## config.mk

```make
export PLATFORM = sky130hd
export DESIGN_NAME = bce_cell
export DESIGN_NICKNAME = d
export VERILOG_FILES = /design/src/sv/bce_pkg.sv /design/src/sv/bce_cell.sv
export SDC_FILE = /design/constraint.sdc
export NUM_CORES = 2
export LEC_CHECK = 0
export ABC_CLOCK_PERIOD_IN_PS = 16870
export BUFFER_PORTS_ARGS = -buffer_cell sky130_fd_sc_hd__buf_2
export CAP_MARGIN = 20
export CORE_MARGIN = 5
export CORE_UTILIZATION = 45
export CTS_BUF_LIST = sky130_fd_sc_hd__clkbuf_4 sky130_fd_sc_hd__clkbuf_8
export DETAILED_ROUTE_END_ITERATION = 12
export PLACE_DENSITY = 0.66
export SYNTH_ARGS = -nofsm -noshare
export SYNTH_HDL_FRONTEND = slang
export SYNTH_SLANG_ARGS = --single-unit
```

## constraint.sdc

```tcl
create_clock -name i_clk -period 16.87 [get_ports i_clk]
set_input_delay 0.8435 -clock i_clk [delete_from_list [all_inputs] [get_ports i_clk]]
set_output_delay 0.8435 -clock i_clk [all_outputs]
set_load 0.05 [all_outputs]
```

## src/sv/bce_pkg.sv

```systemverilog
// ----------------------------------------------------------------------------
// bce_pkg - shared constants and types for the Bezier curve evaluator
// Widths of the fixed-point datapath, register indexes and the bundles that
// travel down the weight pipeline and the accumulate chain.
// ----------------------------------------------------------------------------
package bce_pkg;

    localparam int MAX_POINTS     = 4;
    localparam int COORD_BITS     = 16;
    localparam int NUM_LANES      = 3;
    localparam int PT_BITS        = 48;
    localparam int NUM_POINT_REGS = 4;
    localparam int CNT_BITS       = 3;
    localparam int FUNC_BITS      = 2;
    localparam int CFG_IDX_BITS   = 3;
    localparam int IDX_BITS       = (MAX_POINTS > 2) ? $clog2(MAX_POINTS) : 1;

    // Q.16 parameter and power values, 65536 is one
    localparam int T_BITS    = 17;
    localparam int FRAC_BITS = 16;
    localparam int HALF_Q    = 32768;

    // third forward difference grows three bits
    localparam int DIFF_BITS  = COORD_BITS + 3;
    localparam int PROD_BITS  = 2 * T_BITS;
    localparam int BINOM_BITS = MAX_POINTS - 1;
    localparam int FACT_MAX   = (MAX_POINTS >= 4) ?
                                (MAX_POINTS - 1) * (MAX_POINTS - 2) * (MAX_POINTS - 3) :
                                MAX_POINTS - 1;
    localparam int FACT_BITS  = $clog2(FACT_MAX + 1);
    localparam int MPROD_BITS = DIFF_BITS + T_BITS + 1;
    localparam int ACC_BITS   = MPROD_BITS + $clog2(MAX_POINTS);

    localparam int SCALED_BITS = ACC_BITS + FACT_BITS + 1;
    localparam int RND_BITS    = SCALED_BITS - FRAC_BITS;
    localparam int OUT_BITS    = 24;
    localparam int EXT_BITS    = (RND_BITS > OUT_BITS) ? RND_BITS : OUT_BITS + 1;
    localparam int OUT_MAX     = 8388607;
    localparam int OUT_MIN     = -8388608;

    localparam logic [T_BITS-1:0] ONE_Q = {1'b1, {FRAC_BITS{1'b0}}};

    typedef enum logic [CFG_IDX_BITS-1:0] {
        REG_POINT_COUNT = 3'd0,
        REG_POINT_A     = 3'd1,
        REG_POINT_B     = 3'd2,
        REG_POINT_C     = 3'd3,
        REG_POINT_D     = 3'd4
    } t_cfg_reg;

    // item entering the power pipeline
    typedef struct packed {
        logic                                              err;
        logic [IDX_BITS-1:0]                               m;
        logic [FACT_BITS-1:0]                              factor;
        logic [T_BITS-1:0]                                 t;
        logic [T_BITS-1:0]                                 s;
        logic [MAX_POINTS-1:0][T_BITS-1:0]                 tp;
        logic [MAX_POINTS-1:0][T_BITS-1:0]                 sp;
        logic [MAX_POINTS-1:0][NUM_LANES-1:0][DIFF_BITS-1:0] d;
    } t_front;

    // item travelling down the accumulate chain; slot 0 is consumed per cell
    typedef struct packed {
        logic                                              err;
        logic [FACT_BITS-1:0]                              factor;
        logic [NUM_LANES-1:0][ACC_BITS-1:0]                acc;
        logic [MAX_POINTS-1:0][T_BITS-1:0]                 w;
        logic [MAX_POINTS-1:0][NUM_LANES-1:0][DIFF_BITS-1:0] d;
    } t_row;

endpackage

```

## src/sv/bce_cell.sv

```systemverilog
// ----------------------------------------------------------------------------
// bce_cell - one multiply-accumulate cell of the Bernstein sum chain
// Adds the product of the head difference and head weight to the running
// sums, then hands the remaining terms on, shifted down by one slot.
// ----------------------------------------------------------------------------
module bce_cell (
    input  logic          i_clk,
    input  logic          i_rst_n,
    input  logic          i_en,
    input  logic          i_valid,
    input  bce_pkg::t_row i_row,
    output logic          o_valid,
    output bce_pkg::t_row o_row
);

    bce_pkg::t_row n_row;
    bce_pkg::t_row r_row;
    logic          r_valid;

    always_comb begin
        logic signed [bce_pkg::MPROD_BITS-1:0] term;
        n_row = i_row;
        for (int c = 0; c < bce_pkg::NUM_LANES; c++) begin
            term = bce_pkg::MPROD_BITS'($signed(i_row.d[0][c]))
                 * bce_pkg::MPROD_BITS'($signed({1'b0, i_row.w[0]}));
            n_row.acc[c] = i_row.acc[c] + bce_pkg::ACC_BITS'(term);
        end
        for (int i = 0; i < bce_pkg::MAX_POINTS - 1; i++) begin
            n_row.d[i] = i_row.d[i+1];
            n_row.w[i] = i_row.w[i+1];
        end
        n_row.d[bce_pkg::MAX_POINTS-1] = '0;
        n_row.w[bce_pkg::MAX_POINTS-1] = '0;
    end

    always_ff @(posedge i_clk) begin
        if (!i_rst_n) begin
            r_valid <= 1'b0;
        end else if (i_en) begin
            r_valid <= i_valid;
        end
    end

    always_ff @(posedge i_clk) begin
        if (i_en) begin
            r_row <= n_row;
        end
    end

    assign o_valid = r_valid;
    assign o_row   = r_row;

endmodule

```

==> flow_summary.ini <==
[run_status]
outcome = finished clean

[die]
dieHeight_um = 357
pin_count = 839
dieArea_um2 = 128000
num_rows = 127
coreArea_um2 = 120000
initial_core_util_pct = 45.3
dieWidth_um = 357

[global_routing]
grt_first_pass_wirelength_um = 231000
grt_antenna_before_repair = 38
grt_max_degree = 163
grt_use_total_pct = 23.0
grt_pass1_vias = 42200
grt_overflow = 0

[yosys]
yosys-top-cells-area = fa_1 36%, edfxtp_1 19%, ha_1 9.3%
avgSynthCellArea_um2 = 9.82
synth_top_area_share_pct = 36.2
synthCells = 5525
yosys_warnings = 0
yosysMostFrequentCell = inv_1
async_flop_share_pct = 0
yosys-top-cells-count = 1316 x inv_1, 981 x fa_1, 614 x and2_1, 449 x nand2_1, 405 x ha_1
synth-edff-count = 343
yosysUniqueCellTypes = 81
synth_top_area_cell = fa_1
ys_seq_elements = 344
netlist_area_um2 = 54300
ys_seq_area_share_pct = 19.0
synthFlopType = edfxtp_1

[critical_path]
crit_type = in -> reg
cp-end-kind = flip-flop
cp_slowest_cell = fa_1
critPathArrivalTime_ns = 9.36
crit_fanout = 57
critPathLaunchType = input pin
cp.required_ns = 17.48
reg2reg_from = o_valid$_SDFFE_PN0P_
crit_path_start = i_row[237]
cpPeakStageDelay_ns = 0.57

[cts]
clk_latency_ns = 0.71
ctsHoldBuffers = 0
cts_tree = done
cts.clk_slew.worst_paths_ns = 0.07
htree_num_levels = 2
numCtsBuffers = 60
clock_sinks = 344
post_cts_buffers = 0
cts_resized = 0
cts_root_buf = clkbuf_8
clock_path_buffers = 3

[timing]
hold_viol_final = 0
fin_ws_ns = 8.11
slew_violations = 0
setup_violations = 0
max_slew_margin_pct = 31.0
hold_slack_ns = 0.275
fin_crit_sh_pct = 51.9
fin_crit_ns = 8.76
tns_ns = 0
worst_pin_slew_ns = 1.03
max_freq_ghz = 0.114
rsz0062_at_grt = false
fin_skew_ns = 0

[cells_and_area]
fillers = 11200
multiInputGateArea_um2 = 38000
seqCellArea_um2 = 10300
num-nets-final = 7997
area_growth_pct = 11.7
post-route-util_pct = 50.6
drive_above_1_share_pct = 14.4

[routing]
viasPerCell = 5.02
drtAntennaViolNets = 0
dr.first_iter.drc_count = 2494
drc_errors = 0
vias = 39500
wl_per_cell_um = 18.8
drtPass1Iterations = 5
wirelength_um = 148000

[flow_run]
drv_cap = 0

[place]
place_congestion = 0.896
dp_slack_ns = 7.40
dp_hpwl_um = 121000
portBuffers = 764

[hold_path]
min_path_type = in -> reg
hold_start = i_row[103]
## state kept, by name (all words and copies together) (netlist names)
name and flops:
o_row 343, o_valid 1
## metal layers
| metal | share of wire (%) | track usage (%) | vias up | routed length [um] |
|---|---|---|---|---|
| met1 | 40 | 28.7 | 20000 | 58900 |
| met5 | 0.053 | 0 | - | 79 |
| met3 | 5.7 | 3.33 | 241 | 8470 |
| met4 | 2.8 | 6.29 | 12 | 4080 |
| li1 | - | - | 18200 | - |
| met2 | 52 | 41.8 | 1124 | 76200 |
## layout make-up
type | instances | area share [%]
multi-input combinational | 3685 | 62.8
sequential | 344 | 17.0
inverter | 1316 | 8.15
timing repair buffer | 783 | 6.58
tap | 1612 | 3.33
clock buffer | 73 | 1.52
clock inverter | 34 | 0.487
antenna | 23 | 0.0950
## worst max-delay path: cells and delay by family
family | cells | cell delay [ns]
AOI/OAI and AO/OA | 7 | 1.65
and+or+nand+nor | 8 | 1.82
xor gates and xnor gates | 1 | 0.17
adders and majority gates | 8 | 3.81
buffers and inverters | 8 | 1.00
## kinds of logic (layout without fill, tap and decap cells)
kind of cell,count (synthesis),in the layout,share of synthesized area (%)
buffers and inverters,1569,2206,11.4
flip-flops,344,344,19.0
AO/OA/AOI/OAI,607,607,7.20
multiplexers,4,4,0.0738
adder cells (fa/ha/maj),1386,1386,45.5
XOR/XNOR,198,198,3.25
AND/OR/NAND/NOR,1416,1416,13.6
other,1,97,0.00691
## per-stage QoR
stage / cells / instance area (um2)
2_1_floorplan: 5598 / 54500
3_3_place_gp: 7740 / 59300
3_5_place_dp: 7740 / 59300
4_1_cts: 7847 / 60500
5_1_grt: 7856 / 60500
6_report: 7870 / 60600
## cells in the final DEF (no fill, tap or decap), drive strengths merged, types with 73 or more instances in the layout
| cell type | count |
|---|---|
| inv | 1318 |
| fa | 981 |
| buf | 783 |
| and2 | 614 |
| nand2 | 449 |
| ha | 405 |
| edfxtp | 343 |
| a21oi | 187 |
| xnor2 | 139 |
| nor2 | 132 |
| o21ai | 111 |
| a21o | 95 |
| conb | 74 |
| clkbuf | 73 |
## final timing paths
| path | end | slack, ns | cells past startpoint |
|---|---|---|---|
| max reg2reg | o_valid$_SDFFE_PN0P_ | 16.27 | 2 |
| max | o_row[370]$_DFFE_PP_ | 8.11 | 32 |
| min reg2reg | o_valid$_SDFFE_PN0P_ | 0.53 | 2 |
| min | o_row[46]$_DFFE_PP_ | 0.28 | 1 |
Power is not shown: default switching activity piles up to over one toggle a cycle in this logic, so the estimate is an artifact.
